`src/hw/rtl/bsc_pkg.sv`:
```
// bright spot centroid: shared types and constants
// used by bsc_front, bsc_queue, bsc_back and bright_spot_centroid_core

package bsc_pkg;

  localparam int unsigned PixW    = 8;
  localparam int unsigned PosW    = 8;
  localparam int unsigned SumW    = 24;
  localparam int unsigned CountW  = 16;
  localparam int unsigned OffW    = 9;
  localparam int unsigned CfgIdxW = 2;
  localparam int unsigned CfgDatW = 16;
  localparam int unsigned QuotW   = 8;

  localparam logic [SumW-1:0]   SumMax   = '1;
  localparam logic [CountW-1:0] CountMax = '1;

  // register indexes on the configuration channel
  typedef enum logic [CfgIdxW-1:0] {
    CfgThreshold = 2'd0,
    CfgMinCount  = 2'd1,
    CfgMaxCount  = 2'd2,
    CfgCenter    = 2'd3
  } cfg_idx_e;

  // one finished frame handed from the front to the back
  typedef struct packed {
    logic [SumW-1:0]   col_sum;
    logic [SumW-1:0]   row_sum;
    logic [CountW-1:0] count;
    logic [PosW-1:0]   center;
    logic              found;
  } job_t;

  // queue status seen by the top level and the back
  typedef struct packed {
    logic full;
    logic empty;
  } queue_stat_t;

endpackage

```
`src/hw/rtl/bright_spot_centroid_core.sv`:
```
// bright spot centroid core: top level with configuration registers and stream ports
// depends on bsc_pkg, bsc_front, bsc_queue and bsc_back
//
// usage
//   pixels of one frame enter in raster order on the slave stream, one transfer per
//   pixel; tlast marks the final pixel of the frame. the block tracks column and row
//   itself and sums the position of every pixel above the threshold.
//   after the final pixel one result transfer leaves on the master stream: tdata holds
//   the signed mean column and row minus center, tuser holds the found flag.
//   configuration writes go through the cfg channel (always ready) while idle.
// throughput and division
//   pixels are taken at one per cycle; the slave side stalls every pixel while the
//   two-entry job queue is full. the back runs a shared restoring divider,
//   one quotient bit per cycle for both means at once; a found result is registered
//   after the last quotient bit, a not-found result goes straight from idle to output.
// reset and back pressure
//   reset clears position, sums, count, queue and result; registers return to
//   threshold 250, min 20, max 1500, center 120. a stalled receiver holds the result,
//   further frames pile up in the queue, then the slave side deasserts tready.

module bright_spot_centroid_core import bsc_pkg::*; #(
  parameter int unsigned FRAME_WIDTH  = 240,
  parameter int unsigned FRAME_HEIGHT = 240
) (
  input  logic               clk_i,
  input  logic               rst_ni,
  // pixel stream
  input  logic               s_axis_tvalid_i,
  output logic               s_axis_tready_o,
  input  logic [7:0]         s_axis_tdata_i,   // [7:0] pixel
  input  logic               s_axis_tlast_i,   // frame_end
  // result stream
  output logic               m_axis_tvalid_o,
  input  logic               m_axis_tready_i,
  output logic [23:0]        m_axis_tdata_o,   // [8:0] x_offset, [17:9] y_offset, zero fill
  output logic               m_axis_tuser_o,   // found
  // configuration writes
  input  logic               cfg_valid_i,
  output logic               cfg_ready_o,
  input  logic [CfgIdxW-1:0] cfg_index_i,
  input  logic [CfgDatW-1:0] cfg_data_i
);

  logic [PixW-1:0]   threshold_q;
  logic [CountW-1:0] min_count_q, max_count_q;
  logic [PosW-1:0]   center_q;

  logic              pix_fire;
  logic              push, pop;
  job_t              push_job, pop_job;
  queue_stat_t       qstat;
  logic signed [OffW-1:0] x_off, y_off;
  logic              found;

  // configuration registers, any index is written in one transfer
  assign cfg_ready_o = 1'b1;

  always_ff @(posedge clk_i or negedge rst_ni) begin
    if (!rst_ni) begin
      threshold_q <= 8'd250;
      min_count_q <= 16'd20;
      max_count_q <= 16'd1500;
      center_q    <= 8'd120;
    end else if (cfg_valid_i) begin
      case (cfg_idx_e'(cfg_index_i))
        CfgThreshold: threshold_q <= cfg_data_i[PixW-1:0];
        CfgMinCount:  min_count_q <= cfg_data_i;
        CfgMaxCount:  max_count_q <= cfg_data_i;
        CfgCenter:    center_q    <= cfg_data_i[PosW-1:0];
        default: begin
          threshold_q <= threshold_q;
        end
      endcase
    end
  end

  // front keeps taking pixels as long as a finished frame has room in the queue
  assign s_axis_tready_o = !qstat.full;
  assign pix_fire        = s_axis_tvalid_i && s_axis_tready_o;

  bsc_front #(
    .FRAME_WIDTH  (FRAME_WIDTH),
    .FRAME_HEIGHT (FRAME_HEIGHT)
  ) u_front (
    .clk_i       (clk_i),
    .rst_ni      (rst_ni),
    .pix_fire_i  (pix_fire),
    .pixel_i     (s_axis_tdata_i),
    .frame_end_i (s_axis_tlast_i),
    .threshold_i (threshold_q),
    .min_count_i (min_count_q),
    .max_count_i (max_count_q),
    .center_i    (center_q),
    .push_o      (push),
    .job_o       (push_job)
  );

  // per-frame jobs wait here so pixels keep flowing while the divider runs
  bsc_queue u_queue (
    .clk_i       (clk_i),
    .rst_ni      (rst_ni),
    .push_i      (push),
    .push_data_i (push_job),
    .pop_i       (pop),
    .pop_data_o  (pop_job),
    .stat_o      (qstat)
  );

  bsc_back u_back (
    .clk_i       (clk_i),
    .rst_ni      (rst_ni),
    .stat_i      (qstat),
    .job_i       (pop_job),
    .pop_o       (pop),
    .res_valid_o (m_axis_tvalid_o),
    .res_ready_i (m_axis_tready_i),
    .x_off_o     (x_off),
    .y_off_o     (y_off),
    .found_o     (found)
  );

  // result packing, offsets in two's complement
  assign m_axis_tdata_o = {6'b0, y_off, x_off};
  assign m_axis_tuser_o = found;

endmodule

```
`src/hw/rtl/bsc_front.sv`:
```
// bright spot centroid front: raster position tracking and bright pixel accumulation
// depends on bsc_pkg; emits one job per frame into bsc_queue

module bsc_front import bsc_pkg::*; #(
  parameter int unsigned FRAME_WIDTH  = 240,
  parameter int unsigned FRAME_HEIGHT = 240
) (
  input  logic              clk_i,
  input  logic              rst_ni,
  input  logic              pix_fire_i,
  input  logic [PixW-1:0]   pixel_i,
  input  logic              frame_end_i,
  input  logic [PixW-1:0]   threshold_i,
  input  logic [CountW-1:0] min_count_i,
  input  logic [CountW-1:0] max_count_i,
  input  logic [PosW-1:0]   center_i,
  output logic              push_o,
  output job_t              job_o
);

  localparam logic [PosW-1:0] ColLast = PosW'(FRAME_WIDTH - 1);
  localparam logic [PosW-1:0] RowLast = PosW'(FRAME_HEIGHT - 1);

  logic [PosW-1:0]   col_q, col_d, row_q, row_d;
  logic [SumW-1:0]   col_sum_q, col_sum_d, row_sum_q, row_sum_d;
  logic [CountW-1:0] count_q, count_d;
  logic [SumW:0]     col_add, row_add;
  logic              bright;

  assign bright  = pixel_i > threshold_i;
  assign col_add = {1'b0, col_sum_q} + (SumW+1)'(col_q);
  assign row_add = {1'b0, row_sum_q} + (SumW+1)'(row_q);

  always_comb begin
    col_sum_d = col_sum_q;
    row_sum_d = row_sum_q;
    count_d   = count_q;
    if (bright) begin
      col_sum_d = col_add[SumW] ? SumMax : col_add[SumW-1:0];
      row_sum_d = row_add[SumW] ? SumMax : row_add[SumW-1:0];
      if (count_q != CountMax) begin
        count_d = count_q + CountW'(1);
      end
    end
    if (col_q >= ColLast) begin
      col_d = '0;
      row_d = (row_q >= RowLast) ? '0 : row_q + PosW'(1);
    end else begin
      col_d = col_q + PosW'(1);
      row_d = row_q;
    end
  end

  assign push_o         = pix_fire_i && frame_end_i;
  assign job_o.col_sum  = col_sum_d;
  assign job_o.row_sum  = row_sum_d;
  assign job_o.count    = count_d;
  assign job_o.center   = center_i;
  assign job_o.found    = (count_d > min_count_i) && (count_d < max_count_i) &&
                          (count_d != '0);

  always_ff @(posedge clk_i or negedge rst_ni) begin
    if (!rst_ni) begin
      col_q     <= '0;
      row_q     <= '0;
      col_sum_q <= '0;
      row_sum_q <= '0;
      count_q   <= '0;
    end else if (pix_fire_i) begin
      if (frame_end_i) begin
        col_q     <= '0;
        row_q     <= '0;
        col_sum_q <= '0;
        row_sum_q <= '0;
        count_q   <= '0;
      end else begin
        col_q     <= col_d;
        row_q     <= row_d;
        col_sum_q <= col_sum_d;
        row_sum_q <= row_sum_d;
        count_q   <= count_d;
      end
    end
  end

endmodule

```
`src/hw/rtl/bsc_queue.sv`:
```
// bright spot centroid job queue: two-entry fifo between front and back
// depends on bsc_pkg

module bsc_queue import bsc_pkg::*; (
  input  logic        clk_i,
  input  logic        rst_ni,
  input  logic        push_i,
  input  job_t        push_data_i,
  input  logic        pop_i,
  output job_t        pop_data_o,
  output queue_stat_t stat_o
);

  job_t       mem_q [2];
  logic       wr_ptr_q, rd_ptr_q;
  logic [1:0] fill_q;

  assign stat_o.full  = fill_q == 2'd2;
  assign stat_o.empty = fill_q == 2'd0;
  assign pop_data_o   = mem_q[rd_ptr_q];

  always_ff @(posedge clk_i) begin
    if (push_i) begin
      mem_q[wr_ptr_q] <= push_data_i;
    end
  end

  always_ff @(posedge clk_i or negedge rst_ni) begin
    if (!rst_ni) begin
      wr_ptr_q <= 1'b0;
      rd_ptr_q <= 1'b0;
      fill_q   <= 2'd0;
    end else begin
      if (push_i) begin
        wr_ptr_q <= ~wr_ptr_q;
      end
      if (pop_i) begin
        rd_ptr_q <= ~rd_ptr_q;
      end
      if (push_i && !pop_i) begin
        fill_q <= fill_q + 2'd1;
      end else if (pop_i && !push_i) begin
        fill_q <= fill_q - 2'd1;
      end
    end
  end

endmodule

```
`src/hw/rtl/bsc_back.sv`:
```
// bright spot centroid back: shared restoring divider for both means and result register
// depends on bsc_pkg; pops jobs from bsc_queue

module bsc_back import bsc_pkg::*; (
  input  logic                  clk_i,
  input  logic                  rst_ni,
  input  queue_stat_t           stat_i,
  input  job_t                  job_i,
  output logic                  pop_o,
  output logic                  res_valid_o,
  input  logic                  res_ready_i,
  output logic signed [OffW-1:0] x_off_o,
  output logic signed [OffW-1:0] y_off_o,
  output logic                  found_o
);

  typedef enum logic [1:0] {StIdle, StDiv, StOut} state_e;

  state_e            state_q;
  logic [SumW-1:0]   rem_x_q, rem_y_q, div_q;
  logic [QuotW-1:0]  qx_q, qy_q, qx_d, qy_d;
  logic [2:0]        step_q;
  logic [PosW-1:0]   center_q;
  logic signed [OffW-1:0] x_q, y_q;
  logic              found_q;
  logic              ge_x, ge_y;

  assign ge_x = rem_x_q >= div_q;
  assign ge_y = rem_y_q >= div_q;
  assign qx_d = {qx_q[QuotW-2:0], ge_x};
  assign qy_d = {qy_q[QuotW-2:0], ge_y};

  assign pop_o       = (state_q == StIdle) && !stat_i.empty;
  assign res_valid_o = state_q == StOut;
  assign x_off_o     = x_q;
  assign y_off_o     = y_q;
  assign found_o     = found_q;

  always_ff @(posedge clk_i or negedge rst_ni) begin
    if (!rst_ni) begin
      state_q  <= StIdle;
      rem_x_q  <= '0;
      rem_y_q  <= '0;
      div_q    <= '0;
      qx_q     <= '0;
      qy_q     <= '0;
      step_q   <= '0;
      center_q <= '0;
      x_q      <= '0;
      y_q      <= '0;
      found_q  <= 1'b0;
    end else begin
      case (state_q)
        StIdle: begin
          if (!stat_i.empty) begin
            center_q <= job_i.center;
            found_q  <= job_i.found;
            if (job_i.found) begin
              // mean is below 256, so eight quotient bits cover it
              rem_x_q <= job_i.col_sum;
              rem_y_q <= job_i.row_sum;
              div_q   <= {1'b0, job_i.count, 7'b0};
              qx_q    <= '0;
              qy_q    <= '0;
              step_q  <= 3'd7;
              state_q <= StDiv;
            end else begin
              x_q     <= '0;
              y_q     <= '0;
              state_q <= StOut;
            end
          end
        end
        StDiv: begin
          if (ge_x) begin
            rem_x_q <= rem_x_q - div_q;
          end
          if (ge_y) begin
            rem_y_q <= rem_y_q - div_q;
          end
          qx_q   <= qx_d;
          qy_q   <= qy_d;
          div_q  <= div_q >> 1;
          step_q <= step_q - 3'd1;
          if (step_q == 3'd0) begin
            x_q     <= $signed({1'b0, qx_d}) - $signed({1'b0, center_q});
            y_q     <= $signed({1'b0, qy_d}) - $signed({1'b0, center_q});
            state_q <= StOut;
          end
        end
        StOut: begin
          if (res_ready_i) begin
            state_q <= StIdle;
          end
        end
        default: begin
          state_q <= StIdle;
        end
      endcase
    end
  end

endmodule

```
`config.mk`:
```
export PLATFORM = sky130hd
export DESIGN_NAME = bright_spot_centroid_core
export DESIGN_NICKNAME = d
export VERILOG_FILES = /design/src/hw/rtl/bsc_pkg.sv /design/src/hw/rtl/bright_spot_centroid_core.sv /design/src/hw/rtl/bsc_front.sv /design/src/hw/rtl/bsc_queue.sv /design/src/hw/rtl/bsc_back.sv
export SDC_FILE = /design/constraint.sdc
export NUM_CORES = 1
export LEC_CHECK = 0
export ABC_CLOCK_PERIOD_IN_PS = 4600
export BUFFER_PORTS_ARGS = -buffer_cell sky130_fd_sc_hd__buf_2
export CORE_MARGIN = 2
export CORE_UTILIZATION = 57
export DETAILED_ROUTE_END_ITERATION = 10
export GPL_TIMING_DRIVEN = 1
export MAX_ROUTING_LAYER = met4
export PLACE_DENSITY = 0.77
export SLEW_MARGIN = 10
export SYNTH_ARGS = -nofsm -noshare
export SYNTH_HDL_FRONTEND = slang
export SYNTH_SLANG_ARGS = --single-unit
```
`constraint.sdc`:
```
create_clock -name clk_i -period 4.6 [get_ports clk_i]
set_input_delay 0.69 -clock clk_i [delete_from_list [all_inputs] [get_ports clk_i]]
set_output_delay 0.69 -clock clk_i [all_outputs]
set_load 0.02 [all_outputs]
```
**After elaboration in Yosys (flattened, before gate mapping)**

Memory sizes are Yosys's and may differ from the RTL's.
Cells that the tools add are included.

- Bits in writable memories: 146
- Bits in registers: 250
- Output and inout port bits: 28
- ROM bits: 0
- Logic and storage cells: 137
- Memories kept: 1
- Bits in latches: 0
- Input port bits: 32

- Mux-type cells: 47
- Multipliers: 0
- Reductions and logical operators: 30
- Eq/ne operators: 14
- $lt $le $gt $ge: 7
- Shift operators: 0
- Div/mod/pow operators: 0
- Bitwise gates (word level): 3
- $add $sub $neg: 12

Memories:

| memory | depth | width | rd ports | clocked after Yosys merged registers in | write ports | RTL line | RTL |
|---|---|---|---|---|---|---|---|
| u_queue.mem_q | 2 | 73 | 1 | 0 | 1 | bsc_queue.sv:14 | `job_t mem_q [2];` |

Operator list:

| kind | number |
|---|---|
| $mux 24 | 14 |
| $pmux 24 s2 | 3 |
| $add 24x8->25 | 2 |
| $ge 24x24->1 | 2 |
| $mux 16 | 3 |
| $sub 24x24->24 | 2 |
| $mux 8 | 5 |
| $mux 9 | 4 |
| $pmux 9 s2 | 2 |
| $pmux 7 s2 | 2 |
| $sub 8x8->9 | 2 |
| $add 16x1->16 const B | 1 |
| $add 8x1->8 const B | 2 |
| $ge 8x8->1 const B | 2 |
| $gt 16x16->1 | 1 |
| $lt 16x16->1 | 1 |
| $ne 16x16->1 const B | 1 |
| $reduce_bool 16->1 | 1 |
| $mux 7 | 2 |
| $mux 2 | 6 |
| $reduce_and 2->1 | 6 |
| $reduce_and 4->1 | 3 |
| $ne 2x1->1 const B | 5 |
| $eq 2x2->1 const B | 4 |
| other kinds (17) | 37 |

**Longest topological paths before layout**

Gate-level depths: netlist of run 1.

- Word-level depth: 8
- Depth in mapped cells: 21
- Mapped depth without buffers: 21

**Modules after synthesis**

From an unflattened synthesis of run 1, not the netlist that was laid out.

- Cell total of the unflattened synthesis: 2149
- Area, all modules: 22559.1 µm²

Modules (own cells, without submodules):

| module | cells an instance | sequential area each (µm²) | times used | area each (µm²) |
|---|---|---|---|---|
| bsc_back | 940 | 2927.8 | 1 | 8072.7 |
| bsc_front | 853 | 2001.9 | 1 | 6884.1 |
| bsc_queue | 243 | 4484.3 | 1 | 5701.7 |
| bright_spot_centroid_core | 113 | 1224.9 | 1 | 1900.6 |

**Worst setup path after synthesis of run 1**

Ideal clock, no wire load.

- Path kind: register to register
- From: reg u_queue.fill_q[0]
- To: mem u_queue.mem_q[0][0] in the netlist's numbering, enable pin
- Stages on the path, launching flop included: 6
- Buffers on the path: 1
- Slack: -288 ps
- Arrival time: 4383 ps
- Data required time: 4095 ps
- Period minus slack after synthesis: 4888 ps
- Setup time: 505 ps
- Cells stage by stage: dfrtp_1 > nand2b_1 > and2_1 > clkbuf_1 > nand2_1 > nor2_1

- Word-level cells in the longest chain between the ends: 6

Ends and longest elaborated chain:

| what | RTL line | RTL |
|---|---|---|
| from (decl) | bsc_queue.sv:16 | `logic [1:0] fill_q;` |
| from (signal assigned) | bsc_queue.sv:41 | `fill_q <= fill_q + 2'd1;` |
| from (signal assigned) | bsc_queue.sv:43 | `fill_q <= fill_q - 2'd1;` |
| $eq 2x2->1 | bsc_queue.sv:18 | `assign stat_o.full = fill_q == 2'd2;` |
| $logic_not 1->1 | bright_spot_centroid_core.sv:78 | `assign s_axis_tready_o = !qstat.full;` |
| net s_axis_tready_o | bright_spot_centroid_core.sv:29 | `output logic s_axis_tready_o,` |
| $logic_and 1x1->1 | bright_spot_centroid_core.sv:79 | `assign pix_fire = s_axis_tvalid_i && s_axis_tready_o;` |
| $logic_and 1x1->1 | bsc_front.sv:54 | `assign push_o = pix_fire_i && frame_end_i;` |
| $mux 1 | bsc_queue.sv:23 | `if (push_i) begin` |
| $mux 1 (not written as such) | bsc_queue.sv:24 | `mem_q[wr_ptr_q] <= push_data_i;` |
| to (decl) | bsc_queue.sv:14 |  |

The timed path passes the listed nets, and every way through them passes these cells.

**Worst setup path in the final report of run 1**

- From: reg u_back.div_q[14]
- To: reg u_back.y_q[8], in the netlist u_back.y_off_o[8]

- Word-level cells in the longest chain between the ends: 4

Ends and longest elaborated chain:

| what | RTL line | RTL |
|---|---|---|
| from (decl) | bsc_back.sv:20 | `logic [SumW-1:0] rem_x_q, rem_y_q, div_q;` |
| from (signal assigned) | bsc_back.sv:62 | `div_q <= {1'b0, job_i.count, 7'b0};` |
| from (signal assigned) | bsc_back.sv:83 | `div_q <= div_q >> 1;` |
| $ge 24x24->1 | bsc_back.sv:29 | `assign ge_y = rem_y_q >= div_q;` |
| $sub 8x8->9 | bsc_back.sv:87 | `y_q <= $signed({1'b0, qy_d}) - $signed({1'b0, center_q});` |
| $mux 9 | bsc_back.sv:85 | `if (step_q == 3'd0) begin` |
| $pmux 9 s2 | bsc_back.sv:53 | `case (state_q)` |
| to (signal assigned) | bsc_back.sv:87 |  |
| to (decl) | bsc_back.sv:24 | `logic signed [OffW-1:0] x_q, y_q;` |

Every way passes these cells. The select of a mux whose other input is x is not followed.
A chain may end at the register's enable or synchronous reset.

==> results of run 1 <==
==> placed cells by master (no fill, tap or decap), drive strengths merged, types with 16 or more instances in the layout <==
cell type    n
a21o        30
a21oi      130
a22o        39
a31oi       20
and3        27
buf         86
clkbuf      51
clkinv      20
dfrtp      230
dfstp       19
edfxtp     146
ha         122
inv        109
mux2        57
mux2i       71
nand2      233
nand2b      26
nand3       48
nand4       26
nor2       142
nor2b       17
nor3        29
o21a        20
o21ai      193
o31ai       16
xnor2       50
xor2        42
==> kinds of logic after synthesis <==
family,synth area share [%]
xor gates and xnor gates,3.70
other,0.0345
DFF,48.9
muxes,6.21
AOI/OAI and AO/OA,16.5
and+or+nand+nor,13.2
buffers and inverters,3.90
adders and majority gates,7.56
==> path summary, 6_finish.rpt <==
| path | end | slack, ns |
|---|---|---|
| setup reg to reg | u_back.y_off_o[8] | 0.46 |
| max in group asynchronous | u_back.div_q[8] | 3.27 |
| hold reg to reg | u_queue.mem_q[1][3] | 0.47 |
| hold / removal | min_count_q[9] | 0.17 |
| setup / recovery | u_back.y_off_o[8] | 0.46 |
| min in group clk_i | u_back.state_q[1] | 0.32 |
==> metal layers <==
layer	GRT usage, %	part of all wire [%]	up-vias
met4	6.47	2.1	0
li1	-	-	7782
met5	-	0	-
met3	4.49	6.6	78
met1	39.2	46	7908
met2	40.6	45	441
==> through the flow <==
stage          cells  total power, mW
2_1_floorplan   2137             11.1
3_3_place_gp    2632             12.9
3_5_place_dp    2632             13.1
4_1_cts         2710             16.6
5_1_grt         2710             17.8
6_report        2710             16.7
==> power groups by stage <==
stage	sequential, mW	clock, mW	combinational, mW
after floorplan	5.12	0	5.95
after global placement	5.18	0	7.68
after detailed placement	5.22	0	7.86
after CTS	5.16	3.52	7.95
after global routing	5.26	3.66	8.91
final	5.16	3.47	8.02
==> worst max-delay path, delay by kind of cell (launching register included) <==
family | cells | cell delay, ns
adder cells (fa/ha/maj) | 3 | 1.01
AND/OR/NAND/NOR | 4 | 0.50
AO/OA/AOI/OAI | 9 | 2.06
buffers and inverters | 2 | 0.14
flip-flops | 1 | 0.39
==> layout make-up <==
| cell class | instances | area share (%) |
|---|---|---|
| clock buffer | 51 | 4.69 |
| multi-input combinational | 1531 | 43.1 |
| inverter | 109 | 1.70 |
| tap | 511 | 2.66 |
| sequential | 395 | 44.3 |
| timing repair buffer | 86 | 2.34 |
| clock inverter | 27 | 1.17 |
==> state kept, by name, summed over array words and instances, names as in the netlist <==
| name | flops |
|---|---|
| center_q | 8 |
| max_count_q | 16 |
| min_count_q | 16 |
| threshold_q | 8 |
| u_back.center_q | 8 |
| u_back.div_q | 23 |
| u_back.found_o | 1 |
| u_back.qx_q | 7 |
| u_back.qy_q | 7 |
| u_back.rem_x_q | 24 |
| u_back.rem_y_q | 24 |
| u_back.state_q | 2 |
| u_back.step_q | 3 |
| u_back.x_off_o | 9 |
| u_back.y_off_o | 9 |
| u_front.col_q | 8 |
| u_front.col_sum_q | 24 |
| u_front.count_q | 16 |
| u_front.row_q | 8 |
| u_front.row_sum_q | 24 |
| u_queue.fill_q | 2 |
| u_queue.mem_q | 146 |
| u_queue.rd_ptr_q | 1 |
| u_queue.wr_ptr_q | 1 |
==> repair_timing <==
| action | 4_1_cts | 5_1_grt |
|---|---|---|
| gates resized for setup | 0 | 3 |
| setup endpoints to repair | 0 | 4 |
| setup buffers | 0 | 0 |
==> run metrics, run 1 <==
DR vias/cell 5.98; Sink Count 395; Sw Ratio 41.2%; post-route ant nets 0; port bufs 52; Final WS setup 0.460 ns; Finished Cell Area 24000 µm²; aggregate global-route resource usage 27.2%; # rows 71; Int Power 9.79 mW; n_diodes 0; HP Class input pin to asynchronous set/reset pin; Synth Register Bits 395; io pins 60; Worst-path clk slew 0.06 ns; final hold violation count 0; WS Path Type flop to flop; Multi-input gate area 10400 µm²; share of cells above drive strength 1 12.2%; Main synth FF type dfrtp_1; Post-DP Area 22600 µm²; CTS tree yes; critical path endpoint category flop; worst-path fanout max 4; fin crit share 90.0%; die area 39800 µm²; post-synthesis cell count 2132; vias in the first global route 15500; Core Box Area 37700 µm²; Slew Limit Fails 0; clock group share of total power 20.9%; Worst slew margin 28.4%; sequential power share 31.0%; Slew @ Worst Pin 1.07 ns; worst reg2reg path startpoint u_back.div_q[14]; Cell variety after synth 81; post-synth top area share 26.4%; most frequent cell after synthesis nand2_1; fin util 63.8%; pre-CTS setup slack 0.256 ns; Setup TNS 0 ns; clk_skew 0.0156 ns; worst reg2reg path depth 18; die width 199 µm; Die Y 199 µm; Max Clock Freq 242 MHz; Hold-fix buffers, CTS 0; Final setup viols 0; asr flop ratio synth 63.0%; Final Wtd Congestion 0.949; Syn Std Cell Area 21800 µm²; CP peak stage delay 0.41 ns; CTS root buffer clkbuf_16; area grow syn2layout 10.3%; CP Launch Type flop; RSZ-0062 raised after global routing no; Syn Area/Cell 10.2 µm²; Clock Path Buffers 3; Worst VDD drop 0.000399 V; register area share after synthesis 48.9%; clk_lat worst skew 0.57 ns; max cap viols 0; DR pass1 iterations 6; yosys warns 0; via count 16200; power per cell area 694 nW/µm²; DRC 0; residual overflow from global routing 0; cell taking the most area after synthesis dfrtp_1; CTS H-tree lvls 2; CP cell instances inv_1 -> ha_1 -> a21o_1 -> a221o_1 -> or3_1 -> o21a_1 -> o21ai_1 -> ha_1 -> inv_1 -> fa_1 -> a21o_1 -> a21o_1 -> nand2_1 -> nand2_1 -> a21oi_1 -> nor2b_1 -> o21ai_0 -> a22o_1; routed len/inst 18.9 µm; switching power 6.86 mW; Min Clock Period, post-route 4.14 ns; CP startpoint u_back.div_q[14]; # fillers 3023; outcome finished, final reports clean; largest cells by area after synthesis dfrtp_1, edfxtp_1, ha_1; cts bufs inserted 42; hold slack 0.172 ns; crit path DAT 4.65 ns; slowest CP cell fa_1; hpwl dp 35900 µm; largest net degree at the start of global routing 112; Register Area 10600 µm²; nets@finish 2325; LEAKAGE 10.7 nW; DRT Wirelength 51100 µm; initial drt markers 1268; first-pass GRT wire length 82400 µm; Post-synth top cells nand2_1, dfrtp_1, o21ai_0; CP most frequent cell a21o_1; Initial Util 57.8%; EDFF count, synth 146; Comb power frac 48.1%; Worst EP required 5.11 ns; initial antenna violation count 1
Note: power is estimated with default switching activity, not from simulation.
==> inputs of run 2 (changes only) <==
- PLACE_DENSITY: 0.77 -> 0.82
==> run metrics, run 2 (synthesis results as in run 1) <==
outcome finished, final reports clean (unchanged); max cap viols 0 (unchanged); clk_skew 0.0187 ns (was 0.0156 ns); cts bufs inserted 42 (unchanged); worst-path fanout max 4 (unchanged); LEAKAGE 10.6 nW (was 10.7 nW); commonest non-fill, non-tap cell in the layout nand2_1 (unchanged); Core Box Area 37700 µm² (unchanged); DRC 0 (unchanged); Clock Path Buffers 3 (unchanged); initial antenna violation count 0 (was 1); Worst VDD drop 0.000357 V (was 0.000399 V); Worst slew margin 24.1% (was 28.4%); clock group share of total power 20.3% (was 20.9%); WS Path Type flop to flop (unchanged); fin util 63.6% (was 63.8%); Hold-fix buffers, CTS 0 (unchanged); via count 16500 (was 16200); share of cells above drive strength 1 12.0% (was 12.2%); sequential power share 31.2% (was 31.0%); aggregate global-route resource usage 27.2% (about the same); nets@finish 2322 (was 2325); HP Class input pin to asynchronous set/reset pin (unchanged); most frequent cells in the layout nand2_1, dfrtp_1, o21ai_0 (unchanged); Final Wtd Congestion 0.962 (was 0.949); area grow syn2layout 10.0% (was 10.3%); Worst EP required 5.10 ns (was 5.11 ns); Worst-path clk slew 0.06 ns (about the same); power per cell area 696 nW/µm² (was 694 nW/µm²); Min Clock Period, post-route 4.27 ns (was 4.14 ns); port bufs 52 (unchanged); critical path endpoint category flop (unchanged); vias in the first global route 15900 (was 15500); residual overflow from global routing 0 (unchanged); first-pass GRT wire length 83100 µm (was 82400 µm); Int Power 9.74 mW (was 9.79 mW); Setup Fix Bufs, Post-CTS 0 (unchanged); Comb power frac 48.5% (was 48.1%); # rows 71 (unchanged); Most flops, register u_queue.mem_q (unchanged); Final setup viols 0 (unchanged); Sink Count 395 (unchanged); routed len/inst 19.0 µm (was 18.9 µm); Max Clock Freq 234 MHz (was 242 MHz); Sw Ratio 41.6% (was 41.2%); fin cells 2707 (was 2710); CP Launch Type flop (unchanged); # fillers 2923 (was 3023); CTS tree yes (unchanged); final hold violation count 0 (unchanged); die area 39800 µm² (unchanged); Initial Util 57.8% (unchanged); DR pass1 iterations 8 (was 6); DR vias/cell 6.10 (was 5.98); Slew @ Worst Pin 1.14 ns (was 1.07 ns); DRT Wirelength 51300 µm (was 51100 µm); largest net degree at the start of global routing 120 (was 112); Finished Cell Area 24000 µm² (about the same); post-route ant nets 0 (unchanged); Post-DP Area 22600 µm² (about the same); placed cells 2629 (was 2632); CTS H-tree lvls 2 (unchanged); switching power 6.95 mW (was 6.86 mW); clk_lat worst skew 0.55 ns (was 0.57 ns); max reg flops 146 (unchanged); Slew Limit Fails 0 (unchanged); hold slack 0.203 ns (was 0.172 ns); die width 199 µm (unchanged); crit path DAT 4.76 ns (was 4.65 ns); fin crit share 92.8% (was 90.0%); hpwl dp 35600 µm (was 35900 µm); io pins 60 (unchanged); Setup TNS 0 ns (unchanged); CTS root buffer clkbuf_16 (unchanged); Die Y 199 µm (unchanged); Post-CTS Resized 0 (unchanged); n_diodes 0 (unchanged); initial drt markers 1310 (was 1268); RSZ-0062 raised after global routing no (unchanged)
## run 2: cell count changes in the layout (fill, tap and decap cells not counted), sizes merged
cell / delta
buf: -3
clkbuf: +3
clkinv: -3
inv: +2
bufinv: -1
clkinvlp: -1
## run 2: stage by stage
step / setup WS [ns] / power [mW]
6_report: 0.331 / 16.7
5_1_grt: 0.0144 / 17.8
4_1_cts: 0.237 / 16.6
3_5_place_dp: 0.271 / 13.1
3_3_place_gp: 0.423 / 12.8
2_1_floorplan: 0.714 / 11.1
## run 2: final cells by class
cell class                 instances  area [µm²]  area share, %
clock buffer                      54        1140           4.75
sequential                       395       10600           44.4
multi-input combinational       1531       10300           43.2
tap                              511         639           2.67
inverter                         109         409           1.71
clock inverter                    24         234          0.976
timing repair buffer              83         553           2.31
## run 2: worst paths after layout
| path | slack [ns] | depth (start not counted) | endpoint | startpoint |
|---|---|---|---|---|
| worst max-delay path | 0.33 | 18 | u_back.y_off_o[8] | u_back.div_q[14] |
| worst min-delay path | 0.20 | 1 | min_count_q[8] | rst_ni |
| worst max register to register | 0.33 | 18 | u_back.y_off_o[8] | u_back.div_q[14] |
| worst min register to register | 0.47 | 2 | u_back.y_off_o[0] | u_back.y_off_o[0] |
| max in group asynchronous | 3.44 | 2 | u_back.rem_x_q[4] | rst_ni |
| min in group clk_i | 0.32 | 2 | u_back.state_q[1] | m_axis_tready_i |
## run 2: power by group through the flow
stage	Combinational [mW]	Sequential (mW)	Clock, mW
2_1_floorplan	5.95	5.12	0
3_3_place_gp	7.63	5.19	0
3_5_place_dp	7.90	5.24	0
4_1_cts	7.99	5.19	3.44
5_1_grt	8.96	5.29	3.58
6_report	8.10	5.20	3.39
## run 2: routing by layer
metal	routed length (µm)	vias to the layer above	global-route usage (%)
li1	-	7770	-
met1	22700	8016	37.9
met2	23800	640	42.0
met3	3560	94	3.41
met4	1250	0	8.12
met5	0	-	-
## run 2: critical path: stages (launching register included)
cell	delay (ns)
dfrtp_1	0.38
inv_1	0.08
ha_1	0.36
a21o_1	0.21
a221o_1	0.36
or3_1	0.31
o21a_1	0.23
o21ai_0	0.42
ha_1	0.28
inv_1	0.06
fa_1	0.40
a21o_1	0.19
a21o_1	0.20
nand2_1	0.07
nand2_1	0.05
a21oi_1	0.24
nor2b_1	0.08
o21ai_0	0.15
a22o_1	0.14
==> inputs of run 3 (changes only) <==
- ABC_CLOCK_PERIOD_IN_PS: 4600 -> 4380
- CTS_CLUSTER_DIAMETER: not set -> 40
- GPL_TIMING_DRIVEN: 1 -> not set
- PLACE_DENSITY: 0.82 -> 0.79
- clock period: 4.6 -> 4.38 ns (I/O delays scaled with it)
==> run metrics, run 3 (synthesis results as in run 1) <==
power per cell area 752 nW/µm² (was 696 nW/µm²); Die Y 199 µm (unchanged); Final Wtd Congestion 0.978 (was 0.962); vias in the first global route 16000 (was 15900); Finished Cell Area 24500 µm² (was 24000 µm²); CP startpoint u_back.div_q[2] (was u_back.div_q[14]); max reg flops 146 (unchanged); CP cell instances inv_1 -> ha_1 -> nor2b_1 -> o31ai_2 -> a21oi_1 -> o21ai_2 -> nand2b_1 -> o21a_1 -> nor2_1 -> ha_1 -> inv_1 -> fa_1 -> a21o_1 -> a21o_1 -> nand2_1 -> nand2_1 -> a21oi_1 -> nor2b_1 -> o21ai_0 -> a22o_1 (was inv_1 -> ha_1 -> a21o_1 -> a221o_1 -> or3_1 -> o21a_1 -> o21ai_0 -> ha_1 -> inv_1 -> fa_1 -> a21o_1 -> a21o_1 -> nand2_1 -> nand2_1 -> a21oi_1 -> nor2b_1 -> o21ai_0 -> a22o_1); worst reg2reg path startpoint u_back.div_q[2] (was u_back.div_q[14]); initial antenna violation count 0 (unchanged); share of cells above drive strength 1 13.6% (was 12.0%); Slew @ Worst Pin 1.07 ns (was 1.14 ns); worst reg2reg path depth 20 (was 18); critical path endpoint category flop (unchanged); CP Launch Type flop (unchanged); residual overflow from global routing 0 (unchanged); Hold-fix buffers, CTS 0 (unchanged); final hold violation count 0 (unchanged); fin util 65.1% (was 63.6%); Sink Count 395 (unchanged); DRT Wirelength 51200 µm (was 51300 µm); Worst VDD drop 0.000388 V (was 0.000357 V); most frequent cells in the layout nand2_1, dfrtp_1, o21ai_0 (unchanged); io pins 60 (unchanged); slowest CP cell fa_1 (was o21ai_0); Max Clock Freq 242 MHz (was 234 MHz); Clock Path Buffers 3 (unchanged); FF-to-FF End u_back.x_off_o[8] (was u_back.y_off_o[8]); Setup TNS 0 ns (unchanged); crit path DAT 4.67 ns (was 4.76 ns); die area 39800 µm² (unchanged); largest net degree at the start of global routing 102 (was 120); r2r setup slk 0.25 ns (was 0.33 ns); port bufs 52 (unchanged); Worst-path clk slew 0.06 ns (about the same); nets@finish 2342 (was 2322); n_diodes 0 (unchanged); aggregate global-route resource usage 27.3% (was 27.2%); Worst slew margin 27.7% (was 24.1%); via count 16400 (was 16500); cts bufs inserted 57 (was 42); CP peak stage delay 0.41 ns (was 0.42 ns); post-route ant nets 0 (unchanged); RSZ-0062 raised after global routing no (unchanged); Min Clock Period, post-route 4.13 ns (was 4.27 ns); LEAKAGE 10.9 nW (was 10.6 nW); Slew Limit Fails 0 (unchanged); DRC 0 (unchanged); initial drt markers 1499 (was 1310); DR vias/cell 6.00 (was 6.10); area grow syn2layout 12.7% (was 10.0%); hold slack 0.0665 ns (was 0.203 ns); Core Box Area 37700 µm² (unchanged); # rows 71 (unchanged); Most flops, register u_queue.mem_q (unchanged); Initial Util 57.8% (unchanged); HP Class input pin to asynchronous set/reset pin (unchanged); clk_lat worst skew 0.61 ns (was 0.55 ns); worst-path fanout max 5 (was 4); hpwl dp 35400 µm (was 35600 µm); CTS tree yes (unchanged); die width 199 µm (unchanged); CTS H-tree lvls 2 (unchanged); Post-CTS Resized 1 (was 0); Setup Fix Bufs, Post-CTS 0 (unchanged); Worst EP required 4.92 ns (was 5.10 ns); outcome finished, final reports clean (unchanged); Final setup viols 0 (unchanged); WS Path Type flop to flop (unchanged); max cap viols 0 (unchanged); first-pass GRT wire length 83500 µm (was 83100 µm); Post-DP Area 22600 µm² (about the same); routed len/inst 18.7 µm (was 19.0 µm); CTS root buffer clkbuf_16 (unchanged); fin crit share 94.4% (was 92.8%); pre-CTS setup slack -0.0253 ns (was 0.271 ns); clk_skew 0.0197 ns (was 0.0187 ns); commonest non-fill, non-tap cell in the layout nand2_1 (unchanged); DR pass1 iterations 5 (was 8); Final WS setup 0.247 ns (was 0.331 ns)
[run 3: power by group]
group	switching [mW]	total [mW]	internal [mW]
Clock	1.83	4.51	2.68
Combinational	5.20	8.51	3.31
Sequential	0.581	5.44	4.86
[run 3: final cells by class]
class | count | area [µm²]
fill | 2887 | 13100
sequential | 395 | 10600
clock inverter | 41 | 409
clock buffer | 67 | 1480
tap | 511 | 639
inverter | 109 | 409
multi-input combinational | 1531 | 10400
timing repair buffer | 88 | 591
[run 3: stage by stage]
step | total power, mW | std cells
5_1_grt | 19.7 | 2742
3_3_place_gp | 13.5 | 2634
2_1_floorplan | 11.6 | 2137
6_report | 18.5 | 2742
4_1_cts | 18.4 | 2742
3_5_place_dp | 13.8 | 2634
[run 3: worst max-delay path, delay by kind of cell, from the launching register on]
| kind | cells | cell delay (ns) |
|---|---|---|
| flops | 1 | 0.36 |
| buf+inv | 2 | 0.18 |
| compound gates | 9 | 1.91 |
| fa+ha+maj | 3 | 0.91 |
| simple gates | 6 | 0.69 |
[run 3: routing by layer]
layer | track usage [%] | part of all wire, % | wire length, µm | vias up
li1 | - | - | - | 7816
met1 | 37.6 | 45 | 23200 | 8050
met2 | 41.2 | 46 | 23400 | 480
met3 | 4.59 | 6.1 | 3110 | 96
met4 | 9.68 | 2.8 | 1430 | 0
met5 | - | 0 | 0 | -
[run 3: worst max path at each step]
stage                                     end  cells after the start  slack (ns)
after detailed placement    u_back.x_off_o[8]                     20       -0.03
after floorplan           u_queue.mem_q[0][0]                     14        0.53
final                       u_back.x_off_o[8]                     20        0.25
after CTS                   u_back.x_off_o[8]                     20        0.12
after global routing      u_queue.mem_q[0][0]                     16        0.03
after global placement      u_back.x_off_o[8]                     20        0.21
